<file path="src/design/dpf_pkg.sv">
`default_nettype none

package dpf_pkg;

   // history size and field widths
   localparam int DPF_HISTORY_DEPTH = 64;
   localparam int DPF_BYTE_W        = 8;
   localparam int DPF_FP_W          = 2 * DPF_BYTE_W;

   // what one history cell hands to its neighbour
   typedef struct packed {
      logic                valid;
      logic [DPF_FP_W-1:0] fp;
   } dpf_link_type;

endpackage

`default_nettype wire

</file>
<file path="src/design/duplicate_payload_filter.sv">
// Duplicate payload filter.
// Input channel: one payload byte per transfer on req_data_byte, with
// req_last_byte marking the final byte of a payload. Bytes at even positions
// fold by XOR into the low byte of a 16-bit fingerprint, odd positions into
// the high byte.
// Result channel: one transfer per payload carrying rsp_fingerprint and
// rsp_duplicate, set when the fingerprint matches one of the last
// HISTORY_DEPTH fingerprints stored. A new fingerprint is pushed into the
// row of history cells, pushing the oldest out; a duplicate is not stored.
// Throughput: one byte per cycle, payloads back to back, while req_stall is
// low. The result passes the probe register and then the output register;
// the history compare is one parallel match.
// Reset clears the lanes, the valid bits of the probe and output registers
// and every valid bit of the history, so nothing matches until it has been stored.
// When rsp_stall holds the output, the probe stage still fills; the input
// is stalled only when a probed fingerprint cannot move on.
`default_nettype none

module duplicate_payload_filter
   import dpf_pkg::*;
#(
   parameter int HISTORY_DEPTH = DPF_HISTORY_DEPTH
)
(
   input  wire logic                  clock,
   input  wire logic                  reset,
   input  wire logic                  req_valid,
   output logic                       req_stall,
   input  wire logic [DPF_BYTE_W-1:0] req_data_byte,
   input  wire logic                  req_last_byte,
   output logic                       rsp_valid,
   input  wire logic                  rsp_stall,
   output logic      [DPF_FP_W-1:0]   rsp_fingerprint,
   output logic                       rsp_duplicate
);

   logic                req_xfer;
   logic [DPF_FP_W-1:0] fp_next;
   logic                probe_valid_ff, probe_valid_in;
   logic [DPF_FP_W-1:0] probe_fp_ff, probe_fp_in;
   logic                probe_go;
   logic                any_hit;
   logic                push;
   logic                rsp_valid_ff, rsp_valid_in;
   logic [DPF_FP_W-1:0] rsp_fp_ff, rsp_fp_in;
   logic                rsp_dup_ff, rsp_dup_in;

   logic         [HISTORY_DEPTH-1:0] hit_vec;
   dpf_link_type [HISTORY_DEPTH:0]   link;

   // handshake
   always_comb begin
      probe_go  = probe_valid_ff && (!rsp_valid_ff || !rsp_stall);
      req_stall = probe_valid_ff && !probe_go;
      req_xfer  = req_valid && !req_stall;
   end

   // byte folding
   dpf_fold u_fold (
      .clock     (clock),
      .reset     (reset),
      .byte_xfer (req_xfer),
      .data_byte (req_data_byte),
      .last_byte (req_last_byte),
      .fp_next   (fp_next)
   );

   // probe register holds a finished fingerprint
   always_comb begin
      probe_valid_in = probe_valid_ff && !probe_go;
      probe_fp_in    = probe_fp_ff;
      if (req_xfer && req_last_byte) begin
         probe_valid_in = 1'b1;
         probe_fp_in    = fp_next;
      end
   end

   always_ff @(posedge clock) begin
      if (reset) begin
         probe_valid_ff <= 1'b0;
      end else begin
         probe_valid_ff <= probe_valid_in;
      end
   end

   always_ff @(posedge clock) begin
      probe_fp_ff <= probe_fp_in;
   end

   // row of history cells, newest at the head
   assign link[0] = '{valid: 1'b1, fp: probe_fp_ff};

   always_comb begin
      any_hit = |hit_vec;
      push    = probe_go && !any_hit;
   end

   for (genvar i = 0; i < HISTORY_DEPTH; i++) begin : g_cell
      dpf_cell u_cell (
         .clock     (clock),
         .reset     (reset),
         .shift     (push),
         .link_prev (link[i]),
         .probe_fp  (probe_fp_ff),
         .link_next (link[i+1]),
         .hit       (hit_vec[i])
      );
   end

   // output register
   always_comb begin
      rsp_valid_in = probe_go || (rsp_valid_ff && rsp_stall);
      rsp_fp_in    = probe_go ? probe_fp_ff : rsp_fp_ff;
      rsp_dup_in   = probe_go ? any_hit : rsp_dup_ff;
   end

   always_ff @(posedge clock) begin
      if (reset) begin
         rsp_valid_ff <= 1'b0;
      end else begin
         rsp_valid_ff <= rsp_valid_in;
      end
   end

   always_ff @(posedge clock) begin
      rsp_fp_ff  <= rsp_fp_in;
      rsp_dup_ff <= rsp_dup_in;
   end

   always_comb begin
      rsp_valid       = rsp_valid_ff;
      rsp_fingerprint = rsp_fp_ff;
      rsp_duplicate   = rsp_dup_ff;
   end

endmodule

`default_nettype wire

</file>
<file path="src/design/dpf_fold.sv">
`default_nettype none

module dpf_fold
   import dpf_pkg::*;
(
   input  wire logic                  clock,
   input  wire logic                  reset,
   input  wire logic                  byte_xfer,
   input  wire logic [DPF_BYTE_W-1:0] data_byte,
   input  wire logic                  last_byte,
   output logic      [DPF_FP_W-1:0]   fp_next
);

   logic [DPF_BYTE_W-1:0] even_lane_ff, even_lane_in;
   logic [DPF_BYTE_W-1:0] odd_lane_ff, odd_lane_in;
   logic                  odd_pos_ff, odd_pos_in;
   logic [DPF_BYTE_W-1:0] even_fold;
   logic [DPF_BYTE_W-1:0] odd_fold;

   // fold the incoming byte into the lane of its position
   always_comb begin
      even_fold = odd_pos_ff ? even_lane_ff : (even_lane_ff ^ data_byte);
      odd_fold  = odd_pos_ff ? (odd_lane_ff ^ data_byte) : odd_lane_ff;
      fp_next   = {odd_fold, even_fold};
   end

   // lanes restart after the final byte
   always_comb begin
      even_lane_in = even_lane_ff;
      odd_lane_in  = odd_lane_ff;
      odd_pos_in   = odd_pos_ff;
      if (byte_xfer) begin
         if (last_byte) begin
            even_lane_in = '0;
            odd_lane_in  = '0;
            odd_pos_in   = 1'b0;
         end else begin
            even_lane_in = even_fold;
            odd_lane_in  = odd_fold;
            odd_pos_in   = ~odd_pos_ff;
         end
      end
   end

   always_ff @(posedge clock) begin
      if (reset) begin
         even_lane_ff <= '0;
         odd_lane_ff  <= '0;
         odd_pos_ff   <= 1'b0;
      end else begin
         even_lane_ff <= even_lane_in;
         odd_lane_ff  <= odd_lane_in;
         odd_pos_ff   <= odd_pos_in;
      end
   end

endmodule

`default_nettype wire

</file>
<file path="src/design/dpf_cell.sv">
`default_nettype none

module dpf_cell
   import dpf_pkg::*;
(
   input  wire logic                clock,
   input  wire logic                reset,
   input  wire logic                shift,
   input  wire dpf_link_type        link_prev,
   input  wire logic [DPF_FP_W-1:0] probe_fp,
   output dpf_link_type             link_next,
   output logic                     hit
);

   logic                valid_ff, valid_in;
   logic [DPF_FP_W-1:0] fp_ff, fp_in;

   // take the neighbour's entry when a new fingerprint is pushed in
   always_comb begin
      valid_in = shift ? link_prev.valid : valid_ff;
      fp_in    = shift ? link_prev.fp : fp_ff;
   end

   always_ff @(posedge clock) begin
      if (reset) begin
         valid_ff <= 1'b0;
      end else begin
         valid_ff <= valid_in;
      end
   end

   always_ff @(posedge clock) begin
      fp_ff <= fp_in;
   end

   // local compare against the probed fingerprint
   always_comb begin
      hit             = valid_ff && (fp_ff == probe_fp);
      link_next.valid = valid_ff;
      link_next.fp    = fp_ff;
   end

endmodule

`default_nettype wire

</file>
<file path="config.mk">
export PLATFORM = sky130hd
export DESIGN_NAME = duplicate_payload_filter
export DESIGN_NICKNAME = d
export VERILOG_FILES = /design/src/design/dpf_pkg.sv /design/src/design/duplicate_payload_filter.sv /design/src/design/dpf_fold.sv /design/src/design/dpf_cell.sv
export SDC_FILE = /design/constraint.sdc
export NUM_CORES = 2
export LEC_CHECK = 0
export ABC_AREA = 1
export BUFFER_PORTS_ARGS = -buffer_cell sky130_fd_sc_hd__buf_4
export CAP_MARGIN = 20
export CORE_ASPECT_RATIO = 1.25
export CORE_MARGIN = 2
export CORE_UTILIZATION = 30
export CTS_CLUSTER_DIAMETER = 60
export CTS_CLUSTER_SIZE = 14
export DETAILED_ROUTE_END_ITERATION = 6
export PLACE_DENSITY_LB_ADDON = 0.05
export SETUP_SLACK_MARGIN = 0.5
export SKIP_LAST_GASP = 1
export SYNTH_ARGS = -nofsm -noshare
export SYNTH_HDL_FRONTEND = slang
export SYNTH_SLANG_ARGS = --single-unit
export TNS_END_PERCENT = 20
</file>
<file path="constraint.sdc">
create_clock -name clock -period 15.1 [get_ports clock]
set_clock_uncertainty 0.15 [all_clocks]
set_input_delay 0.755 -clock clock [delete_from_list [all_inputs] [get_ports clock]]
set_output_delay 0.755 -clock clock [all_outputs]
set_load 0.03 [all_outputs]
</file>
======== Word level (Yosys, flattened, before mapping) ========
Index checks and enable logic that the tools add are counted.
storage, ports and cells
  bits in registers ....................... 1140
  input port bits ......................... 13
  output and inout bits ................... 19
  logic and storage cells ................. 287
cells by class
  equality and inequality tests ........... 64
  mux-type cells .......................... 6
  bitwise logic cells ..................... 3
  reduce and logical (&&, ||, !) cells .... 78
operators by type and width
  operator              number
  equality test 16 bit  64
  logical AND 1 bit     70
  OR reduction 64 bit   1
  2-to-1 mux 8 bit      4
  XOR 8 bit             2
  logical NOT 1 bit     5
  logical OR 1 bit      2
  2-to-1 mux 1 bit      2
  NOT 1 bit             1

======== Depth between registers and ports, before layout ========
  depth in word-level cells ............... 9
  mapped depth ............................ 21
  gate-level depth less buffers ........... 17

======== Cells and area by module ========
From an unflattened synthesis, not the netlist that was laid out.
second synthesis, totals
  cells, all modules ...................... 5983
  area total of the unflattened synthesis .. 54509.8 um^2
modules (own cells, without submodules)
  module                    instances  cells each  area an instance (um^2)  seq. area each (um^2)
  dpf_cell                  64         89          813.3                    500.5
  duplicate_payload_filter  1          113         1338.8                   1031.0
  dpf_fold                  1          174         1121.1                   340.3

======== Least setup slack after synthesis ========
OpenSTA, ideal clock, no wires.
  path type ............................... input-to-reg
  start point ............................. in rsp_stall
  end point ............................... reg g_cell[0].u_cell.fp_ff[0] (enable)
  setup time .............................. 910 ps
  arrival time ............................ 12969 ps
  slack ................................... 1071 ps
  stages on the path ...................... 4
  buffers on the path ..................... 1
  cells stage by stage .................... a21oi_1 nand2_2 buf_6 inv_2
between the ends
  word-level cells in the longest chain between the ends .. 4
RTL lines
  element                           line                            source
  start, declared                   duplicate_payload_filter.sv:32  input wire logic rsp_stall,
  logical NOT 1 bit                 duplicate_payload_filter.sv:53  probe_go = probe_valid_ff && (!rsp_valid_ff || !rsp_stall);
  logical OR 1 bit                  duplicate_payload_filter.sv:53
  logical AND 1 bit                 duplicate_payload_filter.sv:53
  logical AND 1 bit                 duplicate_payload_filter.sv:95  push = probe_go && !any_hit;
  named net g_cell[0].u_cell.shift  dpf_cell.sv:8                   input wire logic shift,
  end signal, assigned              dpf_cell.sv:33                  fp_ff <= fp_in;
  end, declared                     dpf_cell.sv:16                  logic [DPF_FP_W-1:0] fp_ff, fp_in;
The timed path passes the listed nets, and every way through them passes these cells.
A chain may end at the register's enable or synchronous reset.

======== Final worst setup path ========
  start point ............................. reg probe_fp_ff[7]
  end point ............................... reg g_cell[40].u_cell.fp_ff[8] (enable)
between the ends
  word-level cells in the longest chain between the ends .. 5
  elaborated cells on any way between the ends .. 131
  classes of those cells .................. eq/ne (64); reduce/logical (67)
RTL lines
  element                           line                            source
  start, declared                   duplicate_payload_filter.sv:40  logic [DPF_FP_W-1:0] probe_fp_ff, probe_fp_in;
  start signal, assigned            duplicate_payload_filter.sv:87  probe_fp_ff <= probe_fp_in;
  equality test 16 bit              dpf_cell.sv:38                  hit = valid_ff && (fp_ff == probe_fp);
  logical AND 1 bit                 dpf_cell.sv:38
  OR reduction 64 bit (*)           duplicate_payload_filter.sv:94  any_hit = |hit_vec;
  logical NOT 1 bit (*)             duplicate_payload_filter.sv:95
  logical AND 1 bit (*)             duplicate_payload_filter.sv:95
  named net g_cell[0].u_cell.shift  dpf_cell.sv:8
  end signal, assigned              dpf_cell.sv:33
  end, declared                     dpf_cell.sv:16
Mark *: on every way through the listed nets, which the timed path passes. The rest lies on a longest branch.

==> summary.txt <==
CTS Sinks - 1140
Syn Area/Cell - 10.2 sq um
die area - 0.172 sq mm
gpl congestion - 0.797
Mapped Area - 0.0506 sq mm
Non-Filler Instances - 7271
Setup Viol. Count Final - 0
Detailed Route Iter0 Violations - 2842
Routed WL - 192000 microns
Top FF cell, synth - edfxtp_1
top-count cell post-synth - nand2_1
worst slew pin tran - 1.09 ns
Nets - 4966
number of global-route vias before repair - 34.1k
initial core utilization - 30.2%
Resize count post-CTS - 0
max capacitance violation total - 0
# rows - 168
Area Overhead vs Synth - 13.4%
largest net degree at the start of global routing - 193
crit share post-route - 50.9%
grt total ovfl - 0
WP data arrival - 7.90 ns
final hold viol count - 0
CTS tree - built
DRC Markers - 0
R2R Path End - g_cell[40].u_cell.fp_ff[8]
Async SR Flop Fraction - 0%
post-synthesis sequential area ratio - 66.0%
clock latency on the worst-skew pair - 0.77 ns
clock transition at the registers of the reported paths - 0.06 ns
Synth top cells by count - nand2_1 (1494), edfxtp_1 (1057), nor2_1 (661)
syn_nets - 4952
CTS root buf - clkbuf_16
max frequency - 130 MHz
Slew Limit Fails - 0
Post-DRT Antenna Nets - 0
Synth Warn # - 0
Die X - 371 microns
Seq cells post-synth - 1140
worst vdd ir - 0.100 mV
placed cells - 7040
Post-Route Utilization - 34.2%
Vias - 34.3k
CP Max Fanout - 192
Core Box Area - 0.168 sq mm
multi-input logic area - 0.0146 sq mm
Final Power - 0.00728 W
GR Util All Layers - 22.2%
Post-CTS Setup Bufs - 0
Tmin final - 7.69 ns
Worst R2R Setup Slack - 7.41 ns
I/O Pins - 32
H-tree levels - 3
CTS buffer count - 121
cell count after synthesis - 4939
Die Y - 463 microns
share of post-route cells with drive strength above 1 - 6.72%
Worst Setup EP - g_cell[40].u_cell.fp_ff[8]
DR vias/cell - 4.71
Setup CP Type - flop to flop
Synth top area share - 62.7%
Cell Pwr Density - 127 mW/mm^2
Setup crit start - probe_fp_ff[7]
crit end category - flop
Setup TNS - 0 ns
number of synthesized flops with an enable pin - 1057
CP Data Required Time - 15.32 ns
Leak - 21.6 nW
top cells by area, synth - edfxtp_1 (63%), nand2_1 (11%), nor2_1 (4.9%)
first-pass GRT wire length - 267000 microns
fillcell total - 16.8k
initial antenna violation count - 7
startpoint types - flop
FF-to-FF Start - probe_fp_ff[7]
Worst slew margin - 27.3%
HPWL after detailed placement - 123000 microns
Reg area - 0.0334 sq mm
Routed wire per std cell - 26.4 microns
port bufs - 31
Worst R2R Path Depth - 18
number of distinct library cells after synthesis - 29
TritonRoute pass-1 iters - 5
status - finished, final reports clean
cts hold-fix bufs - 0
RSZ-0062 raised after global routing - false
Hold WC Path Type - input pin to flop
CTS max path bufs - 3
Yosys top cell by area - edfxtp_1
sequential cells by signal (all words and copies together), names as in the netlist:
signal / cells
probe_valid_ff: 1
probe_fp_ff: 16
rsp_valid: 1
rsp_fingerprint: 16
u_fold.even_lane_ff: 8
u_fold.odd_lane_ff: 8
g_cell.u_cell.fp_ff: 1024
u_fold.odd_pos_ff: 1
rsp_duplicate: 1
g_cell.u_cell.valid_ff: 64
placed cells by master (no fill, tap or decap), types with 15 or more instances in the layout:
master,Yosys,routed
nor3_1,63,63
o21ai_0,434,434
inv_6,0,17
bufinv_16,0,15
xnor2_1,23,23
a21oi_1,21,20
xor2_1,280,280
clkinv_2,0,17
o21ai_1,79,78
nand3_1,82,82
edfxtp_1,1057,1057
nor2_1,661,661
buf_4,38,94
o211ai_1,33,33
dfxtp_1,83,83
inv_1,370,369
nand2_1,1494,1494
clkbuf_16,0,124
through the flow:
stage / hold WS (ns) / area, sq um / setup WS [ns]
detailed placement: 0.282 / 53100 / 7.28
global route: 0.155 / 57400 / 6.97
finish: 0.173 / 57400 / 7.41
CTS: 0.102 / 57400 / 7.24
global placement: 0.282 / 53100 / 7.25
floorplan: 0.276 / 50600 / 1.07
report_power, final:
part	internal (W)	leakage (nW)	switching, W	total, W
clock network	0.00181	2.04	0.00141	0.00322
registers	0.00352	9.57	0.0000739	0.00359
logic	0.000115	9.95	0.000346	0.000461
area by class of cell:
type / instances / area share [%]
Antenna cell: 4 / 0.0174
Clock buffer: 144 / 5.64
Clock inverter: 83 / 1.71
Inverter: 387 / 2.59
Multi-Input combinational cell: 3201 / 25.5
Sequential cell: 1140 / 58.2
Tap cell: 2210 / 4.82
Timing Repair Buffer: 102 / 1.51
per-layer routing:
metal / share of wire (%) / GRT usage (%) / routed length, microns
met2: 54 / 41.7 / 104000
met3: 3.4 / 2.12 / 6480
met1: 40 / 26.0 / 76100
met4: 3.1 / 7.34 / 6020
met5: 0 / 0 / 0
cells by family (layout without fill, tap and decap cells):
family,Yosys count,count (layout),synth area share (%)
DFF,1140,1140,66.0
buffers and inverters,598,716,5.14
and+or+nand+nor,2326,2326,17.7
other,0,4,0
xor gates and xnor gates,303,303,5.25
AOI/OAI and AO/OA,572,572,5.84
worst min path at each step:
stage	start	endpoint	slack, ns	cells after the start
floorplan	g_cell[9].u_cell.fp_ff[0]	g_cell[10].u_cell.fp_ff[0]	0.28	0
global placement	g_cell[24].u_cell.fp_ff[7]	g_cell[25].u_cell.fp_ff[7]	0.28	0
detailed placement	g_cell[34].u_cell.fp_ff[0]	g_cell[35].u_cell.fp_ff[0]	0.28	0
CTS	rsp_stall	rsp_fingerprint[15]	0.10	2
global route	rsp_stall	rsp_fingerprint[15]	0.16	2
finish	rsp_stall	rsp_fingerprint[2]	0.17	2
worst max-delay path, stage by stage, from the launching register on:
cell      delay, ns
edfxtp_1       0.33
buf_4          0.44
clkinv_2       0.83
buf_4          0.63
o21ai_0        0.25
nor2_1         0.09
nand2_1        0.06
nor2_1         0.05
nand3_1        0.18
nand2_1        0.18
nor2_1         0.41
nand2_1        0.19
nor2_1         0.18
nand2_1        0.08
nor2_2         0.25
nand2_8        0.34
inv_8          0.64
buf_12         0.74
buf_12         0.85
Note: power is estimated with default switching activity, not from simulation.
